===== src/rtl/bezier_de_casteljau_subdivide_unit_macros.svh =====
// assertion macros shared by the bezier subdivision rtl
// expects clk and rst_n in the scope where a macro is used
`ifndef BEZIER_DE_CASTELJAU_SUBDIVIDE_UNIT_MACROS_SVH
`define BEZIER_DE_CASTELJAU_SUBDIVIDE_UNIT_MACROS_SVH

// antecedent implies consequent in the same cycle
`define BDC_ASSERT_NOW(lbl, ante, cons, msg) \
    lbl: assert property (@(posedge clk) disable iff (!rst_n) (ante) |-> (cons)) \
        else $error(msg);

// antecedent implies consequent in the next cycle
`define BDC_ASSERT_NEXT(lbl, ante, cons, msg) \
    lbl: assert property (@(posedge clk) disable iff (!rst_n) (ante) |=> (cons)) \
        else $error(msg);

`endif


===== src/rtl/bdc_pkg.sv =====
// shared constants, types and state codes for the bezier subdivision unit
// no dependencies
`timescale 1ns / 1ps

package bdc_pkg;

    localparam int MAX_POINTS = 16;
    localparam int COORD_W    = 24;
    localparam int PT_W       = 2 * COORD_W;
    localparam int T_W        = 17;
    localparam int T_FRAC     = 16;
    localparam int PIDX_W     = 4;
    localparam int IDX_W      = $clog2(MAX_POINTS);
    localparam int CNT_W      = $clog2(MAX_POINTS + 1);
    localparam int RES_DEPTH  = 2 * MAX_POINTS;
    localparam int RES_AW     = IDX_W + 1;
    localparam int PROD_W     = COORD_W + 1 + T_W + 1;

    localparam logic [T_W-1:0]    T_ONE    = T_W'(1 << T_FRAC);
    localparam logic [T_W-1:0]    T_RESET  = T_W'(1 << (T_FRAC - 1));
    localparam logic [CNT_W-1:0]  MAX_CNT  = CNT_W'(MAX_POINTS);
    localparam logic [IDX_W-1:0]  LAST_IDX = IDX_W'(MAX_POINTS - 1);
    localparam logic [PROD_W-1:0] ROUND    = PROD_W'(1 << (T_FRAC - 1));

    // x in the low half, y in the high half
    typedef struct packed {
        logic signed [COORD_W-1:0] y;
        logic signed [COORD_W-1:0] x;
    } point_t;

    typedef enum logic [3:0] {
        S_IDLE,
        S_LOAD0,
        S_LOAD0_W,
        S_LOADN_W,
        S_LEV_RD0,
        S_LEV_LEFT,
        S_LERP_MUL,
        S_LERP_WR,
        S_LERP_WR2,
        S_OUT_RD,
        S_OUT_LD
    } state_t;

endpackage


===== src/rtl/bezier_de_casteljau_subdivide_unit.sv =====
// Bezier curve subdivision by de Casteljau's triangle, in place in a point ram.
// Control points stream in on the input channel; the point marked last_point
// starts the triangle. For n+1 stored points the block emits 2(n+1) results:
// for each i the first-half point (level i, index 0), then the second-half
// point (level n-i, index i). The first-half point with index n is the curve
// value at 1-t, as t weights the lower-index point. A point that arrives while
// 16 are stored is dropped and every result of that run carries overflow.
// t_weight is written on the cfg channel (Q1.16, values above 1.0 are taken as
// 1.0); cfg_ready is always high. Points are accepted one per cycle while idle.
// After the last point the input stalls until the last result is loaded: each
// lerp takes a multiply and a write state, and results leave a result ram by a
// read and a load state. The output register holds a result while out_ready is
// low; the sequencer then waits and no later result is lost.
// Reset clears the point count, the drop flag and the output valid, and sets
// t to 0.5; ram contents are not cleared.
// depends on bdc_pkg, bdc_ram, bdc_lerp and the macros header
`timescale 1ns / 1ps
`include "bezier_de_casteljau_subdivide_unit_macros.svh"

module bezier_de_casteljau_subdivide_unit (
    input  logic                                clk,
    input  logic                                rst_n,
    input  logic                                cfg_valid,
    output logic                                cfg_ready,
    input  logic [bdc_pkg::T_W-1:0]             t_weight,
    input  logic                                in_valid,
    output logic                                in_ready,
    input  logic signed [bdc_pkg::COORD_W-1:0]  point_x,
    input  logic signed [bdc_pkg::COORD_W-1:0]  point_y,
    input  logic                                last_point,
    output logic                                out_valid,
    input  logic                                out_ready,
    output logic signed [bdc_pkg::COORD_W-1:0]  out_x,
    output logic signed [bdc_pkg::COORD_W-1:0]  out_y,
    output logic                                second_half,
    output logic [bdc_pkg::PIDX_W-1:0]          point_index,
    output logic                                overflow,
    output logic                                last_result
);

    bdc_pkg::state_t                   state_reg, state_next;
    logic [bdc_pkg::CNT_W-1:0]         count_reg, count_next;
    logic                              dropped_reg, dropped_next;
    logic                              ovf_reg, ovf_next;
    logic [bdc_pkg::T_W-1:0]           t_reg;
    logic [bdc_pkg::IDX_W-1:0]         n_reg, n_next;
    logic [bdc_pkg::IDX_W-1:0]         lev_reg, lev_next;
    logic [bdc_pkg::IDX_W-1:0]         k_reg, k_next;
    logic [bdc_pkg::RES_AW-1:0]        j_reg, j_next;
    bdc_pkg::point_t                   left_reg, left_next;

    logic                              out_valid_reg, out_valid_next;
    logic signed [bdc_pkg::COORD_W-1:0] out_x_reg, out_y_reg;
    logic                              second_half_reg;
    logic [bdc_pkg::PIDX_W-1:0]        point_index_reg;
    logic                              overflow_reg;
    logic                              last_result_reg;
    logic                              out_load;

    logic                              pt_we, pt_re;
    logic [bdc_pkg::IDX_W-1:0]         pt_waddr, pt_raddr;
    logic [bdc_pkg::PT_W-1:0]          pt_wdata, pt_rdata;
    logic                              res_we, res_re;
    logic [bdc_pkg::RES_AW-1:0]        res_waddr, res_raddr;
    logic [bdc_pkg::PT_W-1:0]          res_wdata, res_rdata;
    bdc_pkg::point_t                   in_pt, res_pt, lerp_pt;

    logic                              in_fire, out_fire, store_ok;
    logic                              mul_en, k_last;
    logic [bdc_pkg::IDX_W-1:0]         rem;
    logic [bdc_pkg::RES_AW-1:0]        last_j;

    assign cfg_ready = 1'b1;
    assign in_ready  = (state_reg == bdc_pkg::S_IDLE);
    assign in_fire   = in_valid & in_ready;
    assign out_fire  = out_valid_reg & out_ready;
    assign store_ok  = (count_reg < bdc_pkg::MAX_CNT);
    assign rem       = n_reg - lev_reg;
    assign k_last    = (k_reg == rem);
    assign last_j    = {n_reg, 1'b1};
    assign in_pt.x   = point_x;
    assign in_pt.y   = point_y;
    assign res_pt    = bdc_pkg::point_t'(res_rdata);

    bdc_ram #(
        .WIDTH (bdc_pkg::PT_W),
        .DEPTH (bdc_pkg::MAX_POINTS)
    ) u_point_ram (
        .clk   (clk),
        .we    (pt_we),
        .waddr (pt_waddr),
        .wdata (pt_wdata),
        .re    (pt_re),
        .raddr (pt_raddr),
        .rdata (pt_rdata)
    );

    bdc_ram #(
        .WIDTH (bdc_pkg::PT_W),
        .DEPTH (bdc_pkg::RES_DEPTH)
    ) u_result_ram (
        .clk   (clk),
        .we    (res_we),
        .waddr (res_waddr),
        .wdata (res_wdata),
        .re    (res_re),
        .raddr (res_raddr),
        .rdata (res_rdata)
    );

    bdc_lerp u_lerp (
        .clk       (clk),
        .mul_en    (mul_en),
        .left_pt   (left_reg),
        .right_pt  (bdc_pkg::point_t'(pt_rdata)),
        .t_val     (t_reg),
        .result_pt (lerp_pt)
    );

    always_ff @(posedge clk or negedge rst_n)
    begin
        if (!rst_n)
        begin
            state_reg     <= bdc_pkg::S_IDLE;
            count_reg     <= '0;
            dropped_reg   <= 1'b0;
            ovf_reg       <= 1'b0;
            t_reg         <= bdc_pkg::T_RESET;
            n_reg         <= '0;
            lev_reg       <= '0;
            k_reg         <= '0;
            j_reg         <= '0;
            out_valid_reg <= 1'b0;
        end
        else
        begin
            state_reg     <= state_next;
            count_reg     <= count_next;
            dropped_reg   <= dropped_next;
            ovf_reg       <= ovf_next;
            n_reg         <= n_next;
            lev_reg       <= lev_next;
            k_reg         <= k_next;
            j_reg         <= j_next;
            out_valid_reg <= out_valid_next;
            if (cfg_valid && cfg_ready)
            begin
                t_reg <= (t_weight > bdc_pkg::T_ONE) ? bdc_pkg::T_ONE : t_weight;
            end
        end
    end

    // payload registers
    always_ff @(posedge clk)
    begin
        left_reg <= left_next;
        if (out_load)
        begin
            out_x_reg       <= res_pt.x;
            out_y_reg       <= res_pt.y;
            second_half_reg <= j_reg[0];
            point_index_reg <= bdc_pkg::PIDX_W'(j_reg[bdc_pkg::RES_AW-1:1]);
            overflow_reg    <= ovf_reg;
            last_result_reg <= (j_reg == last_j);
        end
    end

    always_comb
    begin
        state_next     = state_reg;
        count_next     = count_reg;
        dropped_next   = dropped_reg;
        ovf_next       = ovf_reg;
        n_next         = n_reg;
        lev_next       = lev_reg;
        k_next         = k_reg;
        j_next         = j_reg;
        left_next      = left_reg;
        out_load       = 1'b0;
        mul_en         = 1'b0;
        pt_we          = 1'b0;
        pt_waddr       = k_reg;
        pt_wdata       = lerp_pt;
        pt_re          = 1'b0;
        pt_raddr       = '0;
        res_we         = 1'b0;
        res_waddr      = {lev_reg, 1'b0};
        res_wdata      = lerp_pt;
        res_re         = 1'b0;
        res_raddr      = j_reg;

        case (state_reg)
            bdc_pkg::S_IDLE:
            begin
                if (in_fire)
                begin
                    if (store_ok)
                    begin
                        pt_we      = 1'b1;
                        pt_waddr   = count_reg[bdc_pkg::IDX_W-1:0];
                        pt_wdata   = in_pt;
                        count_next = count_reg + 1'b1;
                    end
                    else
                    begin
                        dropped_next = 1'b1;
                    end
                    if (last_point)
                    begin
                        n_next       = store_ok ? count_reg[bdc_pkg::IDX_W-1:0]
                                                : bdc_pkg::LAST_IDX;
                        ovf_next     = dropped_reg | ~store_ok;
                        count_next   = '0;
                        dropped_next = 1'b0;
                        state_next   = bdc_pkg::S_LOAD0;
                    end
                end
            end
            bdc_pkg::S_LOAD0:
            begin
                pt_re      = 1'b1;
                state_next = bdc_pkg::S_LOAD0_W;
            end
            bdc_pkg::S_LOAD0_W:
            begin
                // level 0, index 0 is the first result
                res_we     = 1'b1;
                res_waddr  = '0;
                res_wdata  = pt_rdata;
                pt_re      = 1'b1;
                pt_raddr   = n_reg;
                state_next = bdc_pkg::S_LOADN_W;
            end
            bdc_pkg::S_LOADN_W:
            begin
                // level 0, index n is the last result
                res_we    = 1'b1;
                res_waddr = last_j;
                res_wdata = pt_rdata;
                if (n_reg == '0)
                begin
                    j_next     = '0;
                    state_next = bdc_pkg::S_OUT_RD;
                end
                else
                begin
                    lev_next   = bdc_pkg::IDX_W'(1);
                    state_next = bdc_pkg::S_LEV_RD0;
                end
            end
            bdc_pkg::S_LEV_RD0:
            begin
                pt_re      = 1'b1;
                k_next     = '0;
                state_next = bdc_pkg::S_LEV_LEFT;
            end
            bdc_pkg::S_LEV_LEFT:
            begin
                left_next  = pt_rdata;
                pt_re      = 1'b1;
                pt_raddr   = bdc_pkg::IDX_W'(1);
                state_next = bdc_pkg::S_LERP_MUL;
            end
            bdc_pkg::S_LERP_MUL:
            begin
                mul_en     = 1'b1;
                state_next = bdc_pkg::S_LERP_WR;
            end
            bdc_pkg::S_LERP_WR:
            begin
                pt_we     = 1'b1;
                // old entry k+1 becomes the left operand of the next lerp
                left_next = pt_rdata;
                if (k_reg == '0)
                begin
                    res_we = 1'b1;
                end
                else if (k_last)
                begin
                    res_we    = 1'b1;
                    res_waddr = {k_reg, 1'b1};
                end
                if (k_last)
                begin
                    if (k_reg == '0)
                    begin
                        state_next = bdc_pkg::S_LERP_WR2;
                    end
                    else
                    begin
                        lev_next   = lev_reg + 1'b1;
                        state_next = bdc_pkg::S_LEV_RD0;
                    end
                end
                else
                begin
                    pt_re      = 1'b1;
                    pt_raddr   = k_reg + bdc_pkg::IDX_W'(2);
                    k_next     = k_reg + 1'b1;
                    state_next = bdc_pkg::S_LERP_MUL;
                end
            end
            bdc_pkg::S_LERP_WR2:
            begin
                // top of the triangle: also the second-half point with index 0
                res_we     = 1'b1;
                res_waddr  = {k_reg, 1'b1};
                j_next     = '0;
                state_next = bdc_pkg::S_OUT_RD;
            end
            bdc_pkg::S_OUT_RD:
            begin
                res_re     = 1'b1;
                state_next = bdc_pkg::S_OUT_LD;
            end
            bdc_pkg::S_OUT_LD:
            begin
                if (!out_valid_reg || out_ready)
                begin
                    out_load = 1'b1;
                    if (j_reg == last_j)
                    begin
                        state_next = bdc_pkg::S_IDLE;
                    end
                    else
                    begin
                        j_next     = j_reg + 1'b1;
                        state_next = bdc_pkg::S_OUT_RD;
                    end
                end
            end
            default:
            begin
                state_next = bdc_pkg::S_IDLE;
            end
        endcase

        if (out_load)
        begin
            out_valid_next = 1'b1;
        end
        else if (out_fire)
        begin
            out_valid_next = 1'b0;
        end
        else
        begin
            out_valid_next = out_valid_reg;
        end
    end

    assign out_valid   = out_valid_reg;
    assign out_x       = out_x_reg;
    assign out_y       = out_y_reg;
    assign second_half = second_half_reg;
    assign point_index = point_index_reg;
    assign overflow    = overflow_reg;
    assign last_result = last_result_reg;

    `BDC_ASSERT_NOW(a_pt_no_rw_clash, pt_we && pt_re, pt_waddr != pt_raddr,
        "point ram read and write hit the same entry")
    `BDC_ASSERT_NOW(a_count_bound, 1'b1, count_reg <= bdc_pkg::MAX_CNT,
        "point count beyond store size")
    `BDC_ASSERT_NEXT(a_run_clears_count, in_fire && last_point,
        count_reg == '0 && !dropped_reg, "run start did not clear count and drop flag")
    `BDC_ASSERT_NOW(a_lerp_in_level, state_reg == bdc_pkg::S_LERP_WR,
        k_reg <= rem, "lerp index past the end of its level")
    `BDC_ASSERT_NEXT(a_no_result_overwrite, out_valid_reg && !out_ready,
        out_valid_reg && $stable(out_x_reg) && $stable(last_result_reg),
        "pending result overwritten while stalled")

endmodule


===== src/rtl/bdc_ram.sv =====
// generic single-clock ram, one write port and one registered read port
// no dependencies
`timescale 1ns / 1ps

module bdc_ram #(
    parameter int WIDTH = 48,
    parameter int DEPTH = 16
) (
    input  logic                     clk,
    input  logic                     we,
    input  logic [$clog2(DEPTH)-1:0] waddr,
    input  logic [WIDTH-1:0]         wdata,
    input  logic                     re,
    input  logic [$clog2(DEPTH)-1:0] raddr,
    output logic [WIDTH-1:0]         rdata
);

    logic [WIDTH-1:0] mem [DEPTH];
    logic [WIDTH-1:0] rdata_reg;

    always_ff @(posedge clk)
    begin
        if (we)
        begin
            mem[waddr] <= wdata;
        end
        // read data holds until the next read
        if (re)
        begin
            rdata_reg <= mem[raddr];
        end
    end

    assign rdata = rdata_reg;

endmodule


===== src/rtl/bdc_lerp.sv =====
// fixed point lerp of two points: right + round(t * (left - right))
// depends on bdc_pkg; product registered, rounding add follows
`timescale 1ns / 1ps

module bdc_lerp (
    input  logic                       clk,
    input  logic                       mul_en,
    input  bdc_pkg::point_t            left_pt,
    input  bdc_pkg::point_t            right_pt,
    input  logic [bdc_pkg::T_W-1:0]    t_val,
    output bdc_pkg::point_t            result_pt
);

    logic signed [bdc_pkg::COORD_W:0]    diff_x;
    logic signed [bdc_pkg::COORD_W:0]    diff_y;
    logic signed [bdc_pkg::T_W:0]        t_signed;
    logic signed [bdc_pkg::PROD_W-1:0]   prod_x_next;
    logic signed [bdc_pkg::PROD_W-1:0]   prod_y_next;
    logic signed [bdc_pkg::PROD_W-1:0]   prod_x_reg;
    logic signed [bdc_pkg::PROD_W-1:0]   prod_y_reg;
    bdc_pkg::point_t                     right_reg;
    logic [bdc_pkg::PROD_W-1:0]          sum_x;
    logic [bdc_pkg::PROD_W-1:0]          sum_y;

    always_comb
    begin
        diff_x      = {left_pt.x[bdc_pkg::COORD_W-1], left_pt.x}
                    - {right_pt.x[bdc_pkg::COORD_W-1], right_pt.x};
        diff_y      = {left_pt.y[bdc_pkg::COORD_W-1], left_pt.y}
                    - {right_pt.y[bdc_pkg::COORD_W-1], right_pt.y};
        t_signed    = {1'b0, t_val};
        prod_x_next = diff_x * t_signed;
        prod_y_next = diff_y * t_signed;
    end

    always_ff @(posedge clk)
    begin
        if (mul_en)
        begin
            prod_x_reg <= prod_x_next;
            prod_y_reg <= prod_y_next;
            right_reg  <= right_pt;
        end
    end

    // floor((p + half) / 2^16); bits above the result width drop out
    always_comb
    begin
        sum_x       = prod_x_reg + bdc_pkg::ROUND;
        sum_y       = prod_y_reg + bdc_pkg::ROUND;
        result_pt.x = right_reg.x
                    + sum_x[bdc_pkg::T_FRAC+bdc_pkg::COORD_W-1:bdc_pkg::T_FRAC];
        result_pt.y = right_reg.y
                    + sum_y[bdc_pkg::T_FRAC+bdc_pkg::COORD_W-1:bdc_pkg::T_FRAC];
    end

endmodule

===== config.mk =====
export PLATFORM = sky130hd
export DESIGN_NAME = bezier_de_casteljau_subdivide_unit
export DESIGN_NICKNAME = d
export VERILOG_FILES = /design/src/rtl/bdc_pkg.sv /design/src/rtl/bezier_de_casteljau_subdivide_unit.sv /design/src/rtl/bdc_ram.sv /design/src/rtl/bdc_lerp.sv
export VERILOG_INCLUDE_DIRS = /design/src /design/src/rtl
export SDC_FILE = /design/constraint.sdc
export NUM_CORES = 2
export LEC_CHECK = 0
export BUFFER_PORTS_ARGS = -buffer_cell sky130_fd_sc_hd__buf_2
export CAP_MARGIN = 10
export CELL_PAD_IN_SITES_DETAIL_PLACEMENT = 2
export CELL_PAD_IN_SITES_GLOBAL_PLACEMENT = 2
export CORE_MARGIN = 5
export CORE_UTILIZATION = 51
export CTS_BUF_LIST = sky130_fd_sc_hd__clkbuf_8 sky130_fd_sc_hd__clkbuf_16
export CTS_CLUSTER_DIAMETER = 40
export CTS_CLUSTER_SIZE = 20
export DETAILED_ROUTE_END_ITERATION = 12
export PLACE_DENSITY = 0.86
export SYNTH_ARGS = -nofsm -noshare
export SYNTH_HDL_FRONTEND = slang
export SYNTH_SLANG_ARGS = --single-unit

===== constraint.sdc =====
create_clock -name clk -period 21.2 [get_ports clk]
set_clock_uncertainty 0.1 [all_clocks]
set_input_delay 5.3 -clock clk [delete_from_list [all_inputs] [get_ports clk]]
set_output_delay 5.3 -clock clk [all_outputs]
set_load 0.005 [all_outputs]

==> results of run 1 <==
-- metrics by stage --
stage,area (sq um),cells,hold slack (ns),setup slack (ns)
global placement,141000,12580,0.303,11.78
floorplan,135000,9171,0.300,12.56
-- logic make-up after synthesis --
| family | share of synthesized area |
|---|---|
| simple gates | 0.0753 |
| compound gates | 0.0509 |
| mux | 0.0861 |
| flops | 0.587 |
| other cells | 0.0000278 |
| buf+inv | 0.0418 |
| fa+ha+maj | 0.145 |
| xor+xnor | 0.0142 |
==> qor.csv, run 1 <==
metric,value,unit
ys_ff_latch,2647,
fp.dieH,525,microns
synth_nets,10328,
io_pins,129,
synth_edf_count,2601,
synth_ff_type,edfxtp_1,
haltStage,detailed placement,
post-dp-hpwl,360000,microns
io_buffer_count,127,
die_w,525,microns
synthCells,9171,
rows,189,
syn_area,0.135,sq mm
syn_avg_cell_area,14.7,sq um
synth_top_area_share,0.578,
yosysUniqueCellTypes,95,
yosys_warnings,0,
seq_area_frac_synth,0.587,
yosysMostFrequentCell,edfxtp_1,
outcome,aborted with a tool error,
async_flop_share,0.0174,
start_util,0.511,
gp_congestion,0.853,
post-synth-top-area-cell,edfxtp_1,
synth_area_leaders,"edfxtp_1 (58%), fa_1 (12%), mux4_2 (8.0%)",
error,[ERROR DPL-0033] detailed placement checks failed during check placement.,
synth.top_cells.by_count,"edfxtp_1 (2601), nand2_1 (1104), inv_1 (1007), fa_1 (793), mux4_2 (480)",
==> run 2: changes to the inputs <==
Settings changed: CELL_PAD_IN_SITES_DETAIL_PLACEMENT 2 to default, CELL_PAD_IN_SITES_GLOBAL_PLACEMENT 2 to default, CORE_UTILIZATION 51 to 40, CTS_BUF_LIST sky130_fd_sc_hd__clkbuf_8 sky130_fd_sc_hd__clkbuf_16 to default, CTS_CLUSTER_DIAMETER 40 to default, CTS_CLUSTER_SIZE 20 to default, PLACE_DENSITY 0.86 to default, PLACE_DENSITY_LB_ADDON from default to 0.15.
==> qor.csv, run 2 <==
metric,value,unit
crit_path_frequent_cell,fa_1,
post_dp_cell_area,0.142,sq mm
seq_area_frac_synth,0.587,
start_util,0.401,
synth_ff_type,edfxtp_1,
outcome,finished clean,
mostFrequentLayoutCells,"edfxtp_1 (2601), nand2_1 (1104), inv_1 (1007)",
core_area,0.336,sq mm
grt_usage,0.215,
largest_registers,"u_result_ram.mem: 1536 flops, u_point_ram.mem: 768 flops",
async_flop_share,0.0174,
yosys_warnings,0,
maxSlewViolCount,0,
wl_per_cell,27.0,microns
cts-resized-gates,0,
synth.top_cells.by_count,"edfxtp_1 (2601), nand2_1 (1104), inv_1 (1007), fa_1 (793), mux4_2 (480)",
startpoint_type,flip-flop,
syn_avg_cell_area,14.7,sq um
syn_area,0.135,sq mm
synth_edf_count,2601,
hold_buffers,0,
required,21.68,ns
fin_crit,9.58,ns
hold_path.class,flip-flop to flip-flop,
yosysMostFrequentCell,edfxtp_1,
rsz0062_at_grt,no,
worstSkewPairLatency,0.88,ns
final_cell_area,0.151,sq mm
drcViolationCount,0,
drt-total-wl,380000,microns
fp.dieH,591,microns
drt_iter0_markers,6605,
io_pins,129,
largest_reg_flops,1536,
synth_nets,10328,
cpPeakStageDelay,0.88,ns
cts_buffer_depth,4,
antenna_found_initial,11,
crit_type,flip-flop to flip-flop,
cts_sinks,2647,
ys_ff_latch,2647,
cts_max_level,5,
multi_input_area,0.0508,sq mm
layout_setup_ws,11.62,ns
final.setup.tns,0,ns
vias,77159,
post-synth-top-area-cell,edfxtp_1,
dieArea,0.349,sq mm
synth_top_area_share,0.578,
synthCells,9171,
largest_register,u_result_ram.mem,
rows,213,
overflow,0,
crit_fanout,17,
cts_tree,built,
die_w,591,microns
fin_crit_sh,0.452,
cp-end-kind,flip-flop,
ant_nets,0,
io_buffer_count,127,
grt_pass1_vias,80943,
gp_congestion,0.854,
yosysUniqueCellTypes,95,
synth_area_leaders,"edfxtp_1 (58%), fa_1 (12%), mux4_2 (8.0%)",
dr.pass1.iters,6,
cts.clk_slew.worst_paths,0.06,ns
syn_to_final_growth,12.0,%
drive_above_1_share,0.150,
via_per_inst,5.48,
final_nets,10512,
fmax,104,MHz
cts_made_buffers,293,
layout.area.seq,0.0793,sq mm
r2r_slack,11.62,ns
critPathArrivalTime,10.06,ns
drv_cap,0,
root_buffer,clkbuf_16,
tightestPinTransition,1.25,ns
postCtsSetupBuffers,0,
cp_slowest_cell,xnor2_2,
preCtsSetupSlack,11.62,ns
fill_cells,29845,
final_common_cell,edfxtp_1,
grt_max_degree,173,
grt_first_pass_wirelength,555000,microns
post-dp-hpwl,233000,microns
relSlewSlack,0.166,
setup-violations-final,0,
finalHoldViolations,0,
run 2: path summary, 6_finish.rpt:
path                                              from               endpoint  cells past startpoint
worst max-delay path             u_point_ram.rdata[25]  u_lerp.prod_y_reg[39]                     31
max in group asynchronous                        rst_n              t_reg[10]                      1
worst min register to register  u_result_ram.rdata[39]              out_y[15]                      0
min in group asynchronous                        rst_n               k_reg[0]                      1
worst max register to register   u_point_ram.rdata[25]  u_lerp.prod_y_reg[39]                     31
worst min-delay path            u_result_ram.rdata[39]              out_y[15]                      0
run 2: critical path: cells and delay by family, from the launching register on:
family                   cells  cell delay (ns)
buffers and inverters        5             0.30
AND/OR/NAND/NOR              9             1.78
flip-flops                   1             0.43
AO/OA/AOI/OAI                7             1.79
adder cells (fa/ha/maj)      8             3.69
XOR/XNOR                     2             1.21
run 2: layout make-up:
type                            count  area share
Clock buffer                      362      0.0512
Clock inverter                    153     0.00975
Multi-Input combinational cell   5048       0.336
Antenna cell                        2   0.0000331
Sequential cell                  2647       0.524
Timing Repair Buffer              354      0.0161
Tap cell                         4515      0.0374
Inverter                         1011      0.0251
run 2: cell families after synthesis:
logic type,count (synthesis),synth area share
adders and majority gates,1086,0.145
and+or+nand+nor,2176,0.0753
xor gates and xnor gates,216,0.0142
buffers and inverters,1476,0.0418
other,1,0.0000278
DFF,2647,0.587
muxes,554,0.0861
AOI/OAI and AO/OA,1015,0.0509
run 2: per-stage QoR:
stage	utilization	cells	hold slack (ns)
after floorplan	-	9171	0.300
after global placement	0.422	13574	0.304
after detailed placement	0.422	13574	0.305
after CTS	0.450	14089	0.319
after global routing	0.450	14092	0.323
final	0.450	14092	0.317
run 2: layer usage:
metal	global-route usage	wire [microns]	part of all wire	vias to the layer above
met5	0	0	0	-
met4	0.0642	12000	0.031	0
met3	0.0253	19800	0.052	600
met2	0.365	187000	0.49	2269
met1	0.294	161000	0.42	40989
li1	-	-	-	33301
Power of run 2 is left out: the tool's default activity adds up to more than one toggle a clock period on the data nets, which glitch-free logic cannot reach.
